## src/rtl/core/mnbr_pkg.sv

```systemverilog
// Shared types, constants and codes for the Moore neighbor enumerator.
package mnbr_pkg;

  localparam int IDX_W        = 30;   // linear voxel index width
  localparam int CFG_W        = 11;   // widest configuration register
  localparam int CFG_IDX_W    = 2;    // register index width
  localparam int NUM_OFFSETS  = 27;   // 3x3x3 offset cube
  localparam int CENTER       = 13;   // offset (0,0,0), never emitted
  localparam int MAX_SIDE_DEF = 1024;
  localparam int QUEUE_DEPTH  = 2;

  localparam logic [CFG_W-1:0] SIZE_RESET       = CFG_W'(64);
  localparam logic             THREE_DIMS_RESET = 1'b1;

  typedef enum logic [CFG_IDX_W-1:0] {
    REG_THREE_DIMS = 2'd0,
    REG_SIZE_X     = 2'd1,
    REG_SIZE_Y     = 2'd2,
    REG_SIZE_Z     = 2'd3
  } cfg_reg_t;

  typedef enum logic [2:0] {
    F_IDLE,
    F_PLANE,
    F_TOTAL,
    F_CHECK,
    F_DIVZ,
    F_DIVY,
    F_PUSH
  } front_state_t;

  // One classified voxel: its index, the plane stride (modulo 2^IDX_W)
  // and one bit per in-grid neighbor offset. An all-zero mask is empty.
  typedef struct packed {
    logic [IDX_W-1:0]       idx;
    logic [IDX_W-1:0]       plane;
    logic [NUM_OFFSETS-1:0] mask;
  } nbr_entry_t;

endpackage

```

## src/rtl/core/mnbr_front.sv

```systemverilog
// Front end: accepts a voxel index, splits it into coordinates, builds the neighbor mask.
module mnbr_front
  import mnbr_pkg::*;
#(
  parameter int MAX_SIDE = MAX_SIDE_DEF
) (
  input  logic                              clk,
  input  logic                              rst,
  input  logic                              in_valid,
  output logic                              in_stall,
  input  logic [IDX_W-1:0]                  voxel_index,
  input  logic [$clog2(MAX_SIDE+1)-1:0]     nx,
  input  logic [$clog2(MAX_SIDE+1)-1:0]     ny,
  input  logic [$clog2(MAX_SIDE+1)-1:0]     nz,
  output logic                              push_valid,
  output nbr_entry_t                        push_entry,
  input  logic                              queue_full
);

  localparam int SIDE_W  = $clog2(MAX_SIDE + 1);
  localparam int COORD_W = $clog2(MAX_SIDE);
  localparam int PLANE_W = 2 * SIDE_W;
  localparam int TOTAL_W = 3 * SIDE_W;
  localparam int DVS_W   = PLANE_W + COORD_W;
  localparam int CMP_W   = (DVS_W > IDX_W) ? DVS_W : IDX_W;
  localparam int TCMP_W  = (TOTAL_W > IDX_W) ? TOTAL_W : IDX_W;
  localparam int CNT_W   = $clog2(COORD_W) + 1;

  front_state_t         state, state_next;
  logic [IDX_W-1:0]     idx;
  logic [PLANE_W-1:0]   plane;
  logic [TOTAL_W-1:0]   total;
  logic [IDX_W-1:0]     rem;
  logic [DVS_W-1:0]     dvs;
  logic [COORD_W-1:0]   quo;
  logic [CNT_W-1:0]     cnt;
  logic [COORD_W-1:0]   zc;
  logic [COORD_W-1:0]   yc;
  logic                 outside;

  logic                 ge;
  logic [IDX_W-1:0]     rem_next;
  logic [COORD_W-1:0]   quo_next;
  logic                 out_of_grid;
  logic [COORD_W-1:0]   xc;
  logic [2:0]           xok, yok, zok;
  logic [NUM_OFFSETS-1:0] mask;

  // Shared restoring divide step: one quotient bit per cycle.
  always_comb begin
    ge       = CMP_W'(rem) >= CMP_W'(dvs);
    rem_next = ge ? (rem - IDX_W'(dvs)) : rem;
    quo_next = COORD_W'({quo, ge});
  end

  assign out_of_grid = (total == '0) || (TCMP_W'(idx) >= TCMP_W'(total));

  // Neighbor mask from coordinates; bit k is offset (dz,dy,dx) with k = dz*9+dy*3+dx.
  always_comb begin
    xc     = COORD_W'(rem);
    xok[0] = (xc != '0);
    xok[1] = 1'b1;
    xok[2] = (SIDE_W'(xc) + SIDE_W'(1)) < nx;
    yok[0] = (yc != '0);
    yok[1] = 1'b1;
    yok[2] = (SIDE_W'(yc) + SIDE_W'(1)) < ny;
    zok[0] = (zc != '0);
    zok[1] = 1'b1;
    zok[2] = (SIDE_W'(zc) + SIDE_W'(1)) < nz;
    for (int dz = 0; dz < 3; dz++) begin
      for (int dy = 0; dy < 3; dy++) begin
        for (int dx = 0; dx < 3; dx++) begin
          mask[dz*9 + dy*3 + dx] = zok[dz] & yok[dy] & xok[dx];
        end
      end
    end
    mask[CENTER] = 1'b0;
    if (outside) begin
      mask = '0;
    end
  end

  always_comb begin
    state_next = state;
    unique case (state)
      F_IDLE:  if (in_valid) state_next = F_PLANE;
      F_PLANE: state_next = F_TOTAL;
      F_TOTAL: state_next = F_CHECK;
      F_CHECK: state_next = out_of_grid ? F_PUSH : F_DIVZ;
      F_DIVZ:  if (cnt == '0) state_next = F_DIVY;
      F_DIVY:  if (cnt == '0) state_next = F_PUSH;
      F_PUSH:  if (!queue_full) state_next = F_IDLE;
      default: state_next = F_IDLE;
    endcase
  end

  always_comb begin
    in_stall         = (state != F_IDLE);
    push_valid       = (state == F_PUSH);
    push_entry.idx   = idx;
    push_entry.plane = IDX_W'(plane);
    push_entry.mask  = mask;
  end

  always_ff @(posedge clk) begin
    if (rst) begin
      state <= F_IDLE;
    end else begin
      state <= state_next;
    end
  end

  always_ff @(posedge clk) begin
    case (state)
      F_IDLE: begin
        idx <= voxel_index;
      end
      F_PLANE: begin
        plane <= PLANE_W'(nx) * PLANE_W'(ny);
      end
      F_TOTAL: begin
        total <= TOTAL_W'(plane) * TOTAL_W'(nz);
      end
      F_CHECK: begin
        outside <= out_of_grid;
        rem     <= idx;
        dvs     <= DVS_W'(plane) << (COORD_W - 1);
        quo     <= '0;
        cnt     <= CNT_W'(COORD_W - 1);
      end
      F_DIVZ: begin
        rem <= rem_next;
        if (cnt == '0) begin
          zc  <= quo_next;
          dvs <= DVS_W'(nx) << (COORD_W - 1);
          quo <= '0;
          cnt <= CNT_W'(COORD_W - 1);
        end else begin
          dvs <= dvs >> 1;
          quo <= quo_next;
          cnt <= cnt - CNT_W'(1);
        end
      end
      F_DIVY: begin
        rem <= rem_next;
        dvs <= dvs >> 1;
        quo <= quo_next;
        cnt <= cnt - CNT_W'(1);
        if (cnt == '0) begin
          yc <= quo_next;
        end
      end
      default: begin
      end
    endcase
  end

  // The 2D case depends on the plane count of one: no z neighbor may appear.
  assert property (@(posedge clk) disable iff (rst)
    (push_valid && nz == SIDE_W'(1)) |->
      (push_entry.mask[8:0] == '0 && push_entry.mask[26:18] == '0))
    else $error("z neighbor produced for a single-plane grid");

endmodule

```

## src/rtl/core/mnbr_queue.sv

```systemverilog
// Short queue of classified voxels between the front and back ends.
module mnbr_queue
  import mnbr_pkg::*;
(
  input  logic        clk,
  input  logic        rst,
  input  logic        push_valid,
  input  nbr_entry_t  push_entry,
  output logic        full,
  output logic        pop_valid,
  output nbr_entry_t  pop_entry,
  input  logic        pop_take
);

  localparam int PTR_W = $clog2(QUEUE_DEPTH);
  localparam int CNT_W = $clog2(QUEUE_DEPTH + 1);

  nbr_entry_t          slots [QUEUE_DEPTH];
  logic [PTR_W-1:0]    wr_ptr;
  logic [PTR_W-1:0]    rd_ptr;
  logic [CNT_W-1:0]    count;
  logic                push_fire;

  assign full      = (count == CNT_W'(QUEUE_DEPTH));
  assign pop_valid = (count != '0);
  assign pop_entry = slots[rd_ptr];
  assign push_fire = push_valid && !full;

  always_ff @(posedge clk) begin
    if (push_fire) begin
      slots[wr_ptr] <= push_entry;
    end
  end

  always_ff @(posedge clk) begin
    if (rst) begin
      wr_ptr <= '0;
      rd_ptr <= '0;
      count  <= '0;
    end else begin
      if (push_fire) begin
        wr_ptr <= (wr_ptr == PTR_W'(QUEUE_DEPTH - 1)) ? '0 : wr_ptr + PTR_W'(1);
      end
      if (pop_take) begin
        rd_ptr <= (rd_ptr == PTR_W'(QUEUE_DEPTH - 1)) ? '0 : rd_ptr + PTR_W'(1);
      end
      count <= count + CNT_W'(push_fire) - CNT_W'(pop_take);
    end
  end

  assert property (@(posedge clk) disable iff (rst) pop_take |-> pop_valid)
    else $error("queue popped while empty");

  assert property (@(posedge clk) disable iff (rst) count <= CNT_W'(QUEUE_DEPTH))
    else $error("queue count above depth");

endmodule

```

## src/rtl/core/mnbr_back.sv

```systemverilog
// Back end: walks the neighbor mask in ascending order and emits one index per beat.
module mnbr_back
  import mnbr_pkg::*;
(
  input  logic              clk,
  input  logic              rst,
  input  logic              pop_valid,
  input  nbr_entry_t        pop_entry,
  output logic              pop_take,
  input  logic [IDX_W-1:0]  row,
  output logic              out_valid,
  input  logic              out_stall,
  output logic [IDX_W-1:0]  neighbor_index,
  output logic              last,
  output logic              empty_res
);

  logic                    cur_valid;
  logic [IDX_W-1:0]        cur_idx;
  logic [IDX_W-1:0]        cur_plane;
  logic [NUM_OFFSETS-1:0]  cur_mask;

  logic                    adv;
  logic                    emit;
  logic                    fin;
  logic [NUM_OFFSETS-1:0]  sel;
  logic [NUM_OFFSETS-1:0]  mask_left;
  logic                    dz_neg, dz_pos, dy_neg, dy_pos, dx_neg, dx_pos;
  logic [IDX_W-1:0]        zterm, yterm, xterm;
  logic [IDX_W-1:0]        nbr;

  always_comb begin
    adv       = !out_valid || !out_stall;
    emit      = cur_valid && adv;
    sel       = cur_mask & (~cur_mask + NUM_OFFSETS'(1));
    mask_left = cur_mask & ~sel;
    fin       = emit && (mask_left == '0);
    pop_take  = pop_valid && (!cur_valid || fin);
  end

  // Decode the chosen offset per axis from the one-hot pick.
  always_comb begin
    dz_neg = |sel[8:0];
    dz_pos = |sel[26:18];
    dy_neg = 1'b0;
    dy_pos = 1'b0;
    dx_neg = 1'b0;
    dx_pos = 1'b0;
    for (int dz = 0; dz < 3; dz++) begin
      for (int d = 0; d < 3; d++) begin
        dy_neg = dy_neg | sel[dz*9 + d];
        dy_pos = dy_pos | sel[dz*9 + 6 + d];
        dx_neg = dx_neg | sel[dz*9 + d*3];
        dx_pos = dx_pos | sel[dz*9 + d*3 + 2];
      end
    end
    zterm = dz_neg ? (~cur_plane + IDX_W'(1)) : (dz_pos ? cur_plane : '0);
    yterm = dy_neg ? (~row + IDX_W'(1)) : (dy_pos ? row : '0);
    xterm = dx_neg ? '1 : (dx_pos ? IDX_W'(1) : '0);
    nbr   = cur_idx + zterm + yterm + xterm;
  end

  always_ff @(posedge clk) begin
    if (rst) begin
      cur_valid <= 1'b0;
      out_valid <= 1'b0;
    end else begin
      if (pop_take) begin
        cur_valid <= 1'b1;
      end else if (fin) begin
        cur_valid <= 1'b0;
      end
      if (emit) begin
        out_valid <= 1'b1;
      end else if (adv) begin
        out_valid <= 1'b0;
      end
    end
  end

  always_ff @(posedge clk) begin
    if (pop_take) begin
      cur_idx   <= pop_entry.idx;
      cur_plane <= pop_entry.plane;
      cur_mask  <= pop_entry.mask;
    end else if (emit) begin
      cur_mask <= mask_left;
    end
    if (emit) begin
      neighbor_index <= (cur_mask == '0) ? '0 : nbr;
      last           <= (mask_left == '0);
      empty_res      <= (cur_mask == '0);
    end
  end

  assert property (@(posedge clk) disable iff (rst)
    (out_valid && empty_res) |-> (last && neighbor_index == '0))
    else $error("empty result not marked last or carries an index");

  assert property (@(posedge clk) disable iff (rst) cur_valid |-> !cur_mask[CENTER])
    else $error("voxel listed as its own neighbor");

  assert property (@(posedge clk) disable iff (rst)
    (emit && !fin) |=> (cur_valid && $countones(cur_mask) == $countones($past(mask_left))))
    else $error("neighbor walk lost its place");

endmodule

```

## src/rtl/core/moore_neighbor_enumerator_unit.sv

```systemverilog
// Top level of the Moore neighbor enumerator: config registers, front, queue, back.
//
// Usage: write three_dims, size_x, size_y, size_z through cfg_write/cfg_index/cfg_data
// while the block is idle. Each beat on the input channel (in_valid/in_stall) carries
// one linear voxel_index, x fastest. For each one the output channel (out_valid/out_stall)
// gives the in-grid Moore neighbors in ascending linear order, one beat each, the last
// beat marked by last. An index outside the grid, or a voxel without neighbors, gives
// one beat with empty_res and last set and neighbor_index zero. Sizes above MAX_SIDE
// saturate to MAX_SIDE; in 2D mode size_z is ignored.
// Flow: the front end captures the index, forms the plane and total sizes, checks the
// index against the grid, runs the shared one-bit-per-cycle divider to find z and then
// y, and pushes the entry; an index outside the grid skips the divider. The front takes
// a new index only after it has pushed the last one. The back end emits one neighbor per
// cycle while out_stall is low, up to 26 per voxel. A two-entry queue between them lets
// the front classify the next voxel while the back is still emitting, so sustained
// throughput is set by the slower of the two per voxel.
// Reset (rst, synchronous) restores the register defaults (3D, 64 per side) and empties
// the queue and output register. When the receiver stalls, the output beat holds and
// the back end waits; the queue then fills and in_stall stays high.
module moore_neighbor_enumerator_unit
  import mnbr_pkg::*;
#(
  parameter int MAX_SIDE = MAX_SIDE_DEF
) (
  input  logic                  clk,
  input  logic                  rst,
  input  logic                  cfg_write,
  input  logic [CFG_IDX_W-1:0]  cfg_index,
  input  logic [CFG_W-1:0]      cfg_data,
  input  logic                  in_valid,
  output logic                  in_stall,
  input  logic [IDX_W-1:0]      voxel_index,
  output logic                  out_valid,
  input  logic                  out_stall,
  output logic [IDX_W-1:0]      neighbor_index,
  output logic                  last,
  output logic                  empty_res
);

  localparam int SIDE_W = $clog2(MAX_SIDE + 1);

  logic              three_dims;
  logic [CFG_W-1:0]  size_x;
  logic [CFG_W-1:0]  size_y;
  logic [CFG_W-1:0]  size_z;

  logic [SIDE_W-1:0] nx, ny, nz;
  logic [IDX_W-1:0]  row;

  logic              push_valid;
  nbr_entry_t        push_entry;
  logic              queue_full;
  logic              pop_valid;
  nbr_entry_t        pop_entry;
  logic              pop_take;

  // Configuration registers: plain write, no read-back.
  always_ff @(posedge clk) begin
    if (rst) begin
      three_dims <= THREE_DIMS_RESET;
      size_x     <= SIZE_RESET;
      size_y     <= SIZE_RESET;
      size_z     <= SIZE_RESET;
    end else if (cfg_write) begin
      unique case (cfg_reg_t'(cfg_index))
        REG_THREE_DIMS: three_dims <= cfg_data[0];
        REG_SIZE_X:     size_x     <= cfg_data;
        REG_SIZE_Y:     size_y     <= cfg_data;
        REG_SIZE_Z:     size_z     <= cfg_data;
        default:        ;
      endcase
    end
  end

  // Saturate sides to MAX_SIDE; a 2D grid is one plane deep.
  always_comb begin
    nx = (int'(size_x) > MAX_SIDE) ? SIDE_W'(MAX_SIDE) : SIDE_W'(size_x);
    ny = (int'(size_y) > MAX_SIDE) ? SIDE_W'(MAX_SIDE) : SIDE_W'(size_y);
    if (!three_dims) begin
      nz = SIDE_W'(1);
    end else begin
      nz = (int'(size_z) > MAX_SIDE) ? SIDE_W'(MAX_SIDE) : SIDE_W'(size_z);
    end
    row = IDX_W'(nx);
  end

  mnbr_front #(
    .MAX_SIDE (MAX_SIDE)
  ) u_front (
    .clk         (clk),
    .rst         (rst),
    .in_valid    (in_valid),
    .in_stall    (in_stall),
    .voxel_index (voxel_index),
    .nx          (nx),
    .ny          (ny),
    .nz          (nz),
    .push_valid  (push_valid),
    .push_entry  (push_entry),
    .queue_full  (queue_full)
  );

  mnbr_queue u_queue (
    .clk        (clk),
    .rst        (rst),
    .push_valid (push_valid),
    .push_entry (push_entry),
    .full       (queue_full),
    .pop_valid  (pop_valid),
    .pop_entry  (pop_entry),
    .pop_take   (pop_take)
  );

  mnbr_back u_back (
    .clk            (clk),
    .rst            (rst),
    .pop_valid      (pop_valid),
    .pop_entry      (pop_entry),
    .pop_take       (pop_take),
    .row            (row),
    .out_valid      (out_valid),
    .out_stall      (out_stall),
    .neighbor_index (neighbor_index),
    .last           (last),
    .empty_res      (empty_res)
  );

endmodule
```

## config.mk

```make
export PLATFORM = sky130hd
export DESIGN_NAME = moore_neighbor_enumerator_unit
export DESIGN_NICKNAME = d
export VERILOG_FILES = /design/src/rtl/core/mnbr_pkg.sv /design/src/rtl/core/mnbr_front.sv /design/src/rtl/core/mnbr_queue.sv /design/src/rtl/core/mnbr_back.sv /design/src/rtl/core/moore_neighbor_enumerator_unit.sv
export SDC_FILE = /design/constraint.sdc
export NUM_CORES = 2
export LEC_CHECK = 0
export BUFFER_PORTS_ARGS = -buffer_cell sky130_fd_sc_hd__buf_2
export CORE_MARGIN = 1.5
export CORE_UTILIZATION = 39
export DETAILED_ROUTE_END_ITERATION = 8
export PLACE_DENSITY = 0.52
export SLEW_MARGIN = 10
export SYNTH_ARGS = -nofsm -noshare
export SYNTH_HDL_FRONTEND = slang
export SYNTH_HIERARCHICAL = 1
export SYNTH_SLANG_ARGS = --single-unit
```

## constraint.sdc

```tcl
create_clock -name clk -period 8.5 [get_ports clk]
set_input_delay 0 -clock clk [delete_from_list [all_inputs] [get_ports clk]]
set_output_delay 0 -clock clk [all_outputs]
set_load 0.02 [all_outputs]
```

==> run metrics <==
TNS Setup 0 ps; Max transition margin 0.229; Max Clock Freq 141 MHz; maximum buffer depth of the clock tree 3; final critical-path share of the clock period 0.835; area of combinational cells with multiple inputs roughly 22000 um^2; basic-gate share of the synthesized area counting and, or, nand and nor cells 0.143; series of cell instances along the critical path nor4_4 > nand2_2 > or3_1 > or2_2 > nand2_1 > buf_4 > a21oi_1 > a21oi_1 > fa_1 > fa_1 > ha_1 > o21a_1 > o31a_1 > o31a_1 > a21oi_1 > or4b_1 > and3_1 > or3_1 > mux2i_1; crit path launch type register; number of primary I/O pins 82; reg-to-reg critical path startpoint u_back/cur_mask[3]$_DFFE_PP_; required arrival time at the worst endpoint 8980 ps; Core Rows ~120; post-route total power 14000 uW; Detailed Place HPWL around 76 mm; Vias per Instance approximately 5.1; fraction of synthesized cell area in xor and xnor cells 0.0309; Worst Path Buf+Inv 1; post-detailed-route DRC marker count 0; maximum clock skew at final layout around 23 ps; area share of the largest cell type after synthesis 0.362; count of routing violations after the opening detailed-route iteration between 1500 and 2000; compound-gate portion of the synthesized area 0.0819; minimum period implied by the final worst setup slack 7090 ps; Synth Flop Type sky130_fd_sc_hd__edfxtp_1; total number of yosys warnings 6; Worst Hold Endpoint u_front/state[2]$_SDFFE_PP0P_; post-synthesis async set-or-reset flop share 0; number of instances in the synthesized netlist 3731; Slew Viols, Final 0; number of stages on the worst hold path 2; Lkg Pwr between 0.015 and 0.02 uW; average wire per cell in the routed design ~19 um; CORE AREA around 100000 um^2; die boundary width approximately 320 um; wire length after detailed routing roughly 100 mm; global router's overall resource usage 0.202; r2r setup slk between 1000 and 1500 ps; number of instances resized during post-cts repair 0; max-capacitance violation count 0; post-CTS clock slew at the launch and capture registers of the worst setup and hold paths approximately 60 ps; starting utilization of the core area 0.393; H-tree levels 3; delay of the slowest cell on the worst path 690 ps; clock sink count 518; number of antenna violations at the first check in global routing 3; Distinct cells, synth 88; capturing element type of the critical path register; clock latency on the worst-skew pair between 600 and 700 ps; post-synthesis sequential element count around 520; cell repeated most along the worst path sky130_fd_sc_hd__a21oi_1; result of the run finished clean; type of the tightest min-delay check in2reg; synthesized cell area around 39000 um^2; largest family of logic cells by synthesized area adder cells; mux contribution to synthesized area 0.0455; layout filler cell count 9481; unrepaired setup endpoints after global routing false; 1st-pass router iterations 5; share of final-layout standard cells stronger than drive strength 1 0.0951; Root Driver sky130_fd_sc_hd__clkbuf_16; total count of hold-check failures in the final report 0; critical path fanouts, max 29; die footprint slightly above 100000 um^2; Worst Reg-to-Reg Cells 19; endpoint of the lowest-slack register-to-register path u_back/neighbor_index[29]$_SDFFCE_PP0P_; pin count of the biggest net entering global routing 82; layout overhead on the synthesized area 12.7%; count of endpoints failing setup in the final report 0; Post-layout nets between 4000 and 5000; cell with the biggest individual delay on the critical path sky130_fd_sc_hd__a21oi_1; Post-Syn Area per Cell between 10 and 15 um^2; antenna violation net count after detailed routing 0; power per cell area approximately 320 nW/um^2; vertical extent of the die 321 um; Worst Tran Pin Value around 1200 ps; number of flops mapped to enable cells by yosys roughly 470; I/O Buffers 81; critical path's top delay family simple AND/OR/NAND/NOR gates; residual overflow from global routing 0; cell type with the largest total area after synthesis sky130_fd_sc_hd__edfxtp_1; maximum vdd drop 0.000286 V; number of global-route vias before repair between 20000 and 30000; Adder-Cell Fraction of Synth Area 0.246; CTS buffer count 66; cell types with the highest counts after synthesis sky130_fd_sc_hd__inv_1, sky130_fd_sc_hd__edfxtp_1, sky130_fd_sc_hd__nand2_1; number of vias after detailed routing between 20000 and 30000; top area cells in the synthesized netlist sky130_fd_sc_hd__edfxtp_1, sky130_fd_sc_hd__fa_1, sky130_fd_sc_hd__ha_1, sky130_fd_sc_hd__inv_1, sky130_fd_sc_hd__nand2_1; top-count cell post-synth sky130_fd_sc_hd__inv_1; first-pass GRT wire length 160 mm; Crit Path Category reg2reg; startpoint of the tightest hold check path rst; flip-flop and latch area 15100 um^2; register area share after synthesis 0.384; GPL Wtd Cong between 0.8 and 0.9; Worst Path Arrival 7570 ps; clock tree from TritonCTS done
## worst max-delay path by stage
stage,from,end,slack (ps),cells after the start
2_1_floorplan,three_dims$_SDFFE_PP1P_,u_front/total[29]$_DFFE_PP_,2330,22
3_3_place_gp,u_back/cur_mask[3]$_DFFE_PP_,u_back/neighbor_index[29]$_SDFFCE_PP0P_,1440,19
3_5_place_dp,three_dims$_SDFFE_PP1P_,u_front/total[29]$_DFFE_PP_,1500,21
4_1_cts,three_dims$_SDFFE_PP1P_,u_front/total[29]$_DFFE_PP_,1480,21
5_1_grt,three_dims$_SDFFE_PP1P_,u_front/total[32]$_DFFE_PP_,1010,23
6_report,u_back/cur_mask[3]$_DFFE_PP_,u_back/neighbor_index[29]$_SDFFCE_PP0P_,1410,19
## metal layers
metal | GRT usage | part of all wire
met3 | 0.0325 | 0.052
met5 | 0 | 0
met1 | 0.274 | 0.46
met2 | 0.335 | 0.47
met4 | 0.0541 | 0.023
## sequential cells by signal (all words and copies together) (netlist names), 10 cells and up, named ones only
register and count:
u_back/cur_plane 30, u_queue/slots 174, u_front/dvs 31, u_back/cur_idx 30, u_front/yc 10, u_front/plane 22
size_y 11, u_front/idx 30, u_front/rem 30, u_back/neighbor_index 30, size_x 11, u_back/cur_mask 27
u_front/zc 10, size_z 11, u_front/total 33
## area by class of cell
class	count	share of cell area
Inverter	536	0.0454
Tap cell	1298	0.0366
Clock inverter	38	0.0127
Sequential cell	518	0.341
Clock buffer	82	0.0404
Antenna cell	6	0.000339
Multi-Input combinational cell	2625	0.495
Timing Repair Buffer	177	0.0282
## logic make-up after synthesis
family	after synthesis
multiplexers	153
AO/OA/AOI/OAI	503
adder cells (fa/ha/maj)	582
flip-flops	518
XOR/XNOR	137
buffers and inverters	683
AND/OR/NAND/NOR	1153
other	2
## power breakdown
part           internal [uW]  total, uW  switching (uW)  leakage [uW]
Clock                   1810       3000            1190       0.00114
Combinational           3040       6970            3930        0.0133
Sequential              3640       4060             415       0.00475
Total                   8490      14000            5540        0.0192
## placed cells by master (no fill, tap or decap), types with 11 or more instances in the layout
master / netlist / routed
sky130_fd_sc_hd__a211oi_1: 18 / 18
sky130_fd_sc_hd__a21o_1: 48 / 48
sky130_fd_sc_hd__a21oi_1: 139 / 139
sky130_fd_sc_hd__a221oi_1: 13 / 13
sky130_fd_sc_hd__a31oi_1: 15 / 14
sky130_fd_sc_hd__and2_1: 131 / 131
sky130_fd_sc_hd__and3_1: 31 / 30
sky130_fd_sc_hd__buf_2: 11 / 81
sky130_fd_sc_hd__buf_4: 10 / 47
sky130_fd_sc_hd__clkbuf_16: 0 / 67
sky130_fd_sc_hd__clkinv_1: 4 / 11
sky130_fd_sc_hd__conb_1: 2 / 97
sky130_fd_sc_hd__dfxtp_1: 44 / 43
sky130_fd_sc_hd__dlygate4sd3_1: 0 / 49
sky130_fd_sc_hd__edfxtp_1: 474 / 474
sky130_fd_sc_hd__fa_1: 318 / 318
sky130_fd_sc_hd__ha_1: 261 / 261
sky130_fd_sc_hd__inv_1: 532 / 530
sky130_fd_sc_hd__mux2_2: 65 / 65
sky130_fd_sc_hd__mux2_4: 35 / 35
sky130_fd_sc_hd__mux2i_1: 53 / 53
sky130_fd_sc_hd__nand2_1: 345 / 345
sky130_fd_sc_hd__nand2b_1: 67 / 66
sky130_fd_sc_hd__nand3_1: 51 / 51
sky130_fd_sc_hd__nand4_1: 20 / 20
sky130_fd_sc_hd__nor2_1: 264 / 264
sky130_fd_sc_hd__nor2b_1: 50 / 48
sky130_fd_sc_hd__nor3_1: 74 / 74
sky130_fd_sc_hd__nor4_1: 31 / 29
sky130_fd_sc_hd__o21a_1: 34 / 34
sky130_fd_sc_hd__o21ai_0: 113 / 111
sky130_fd_sc_hd__o21ai_1: 13 / 12
sky130_fd_sc_hd__o31ai_1: 22 / 22
sky130_fd_sc_hd__or2_2: 15 / 15
sky130_fd_sc_hd__or3_1: 28 / 28
sky130_fd_sc_hd__xnor2_1: 85 / 85
sky130_fd_sc_hd__xor2_1: 51 / 51
## through the flow
step | instances | worst slack (ps) | utilization | instance area, um^2 | hold slack (ps)
2_1_floorplan | 3826 | 2330 | - | 39700 | 69.1
5_1_grt | 5274 | 1010 | 0.443 | 44300 | 41.0
4_1_cts | 5274 | 1480 | 0.443 | 44300 | 25.6
3_5_place_dp | 5105 | 1500 | 0.415 | 41500 | 178
6_report | 5280 | 1410 | 0.443 | 44300 | 48.0
3_3_place_gp | 5105 | 1440 | 0.415 | 41500 | 177
## timing repair
action	4_1_cts	5_1_grt
setup buffers	0	0
hold endpoints to repair	92	0
hold buffers	49	0
Power figures use the tool's default switching activity.
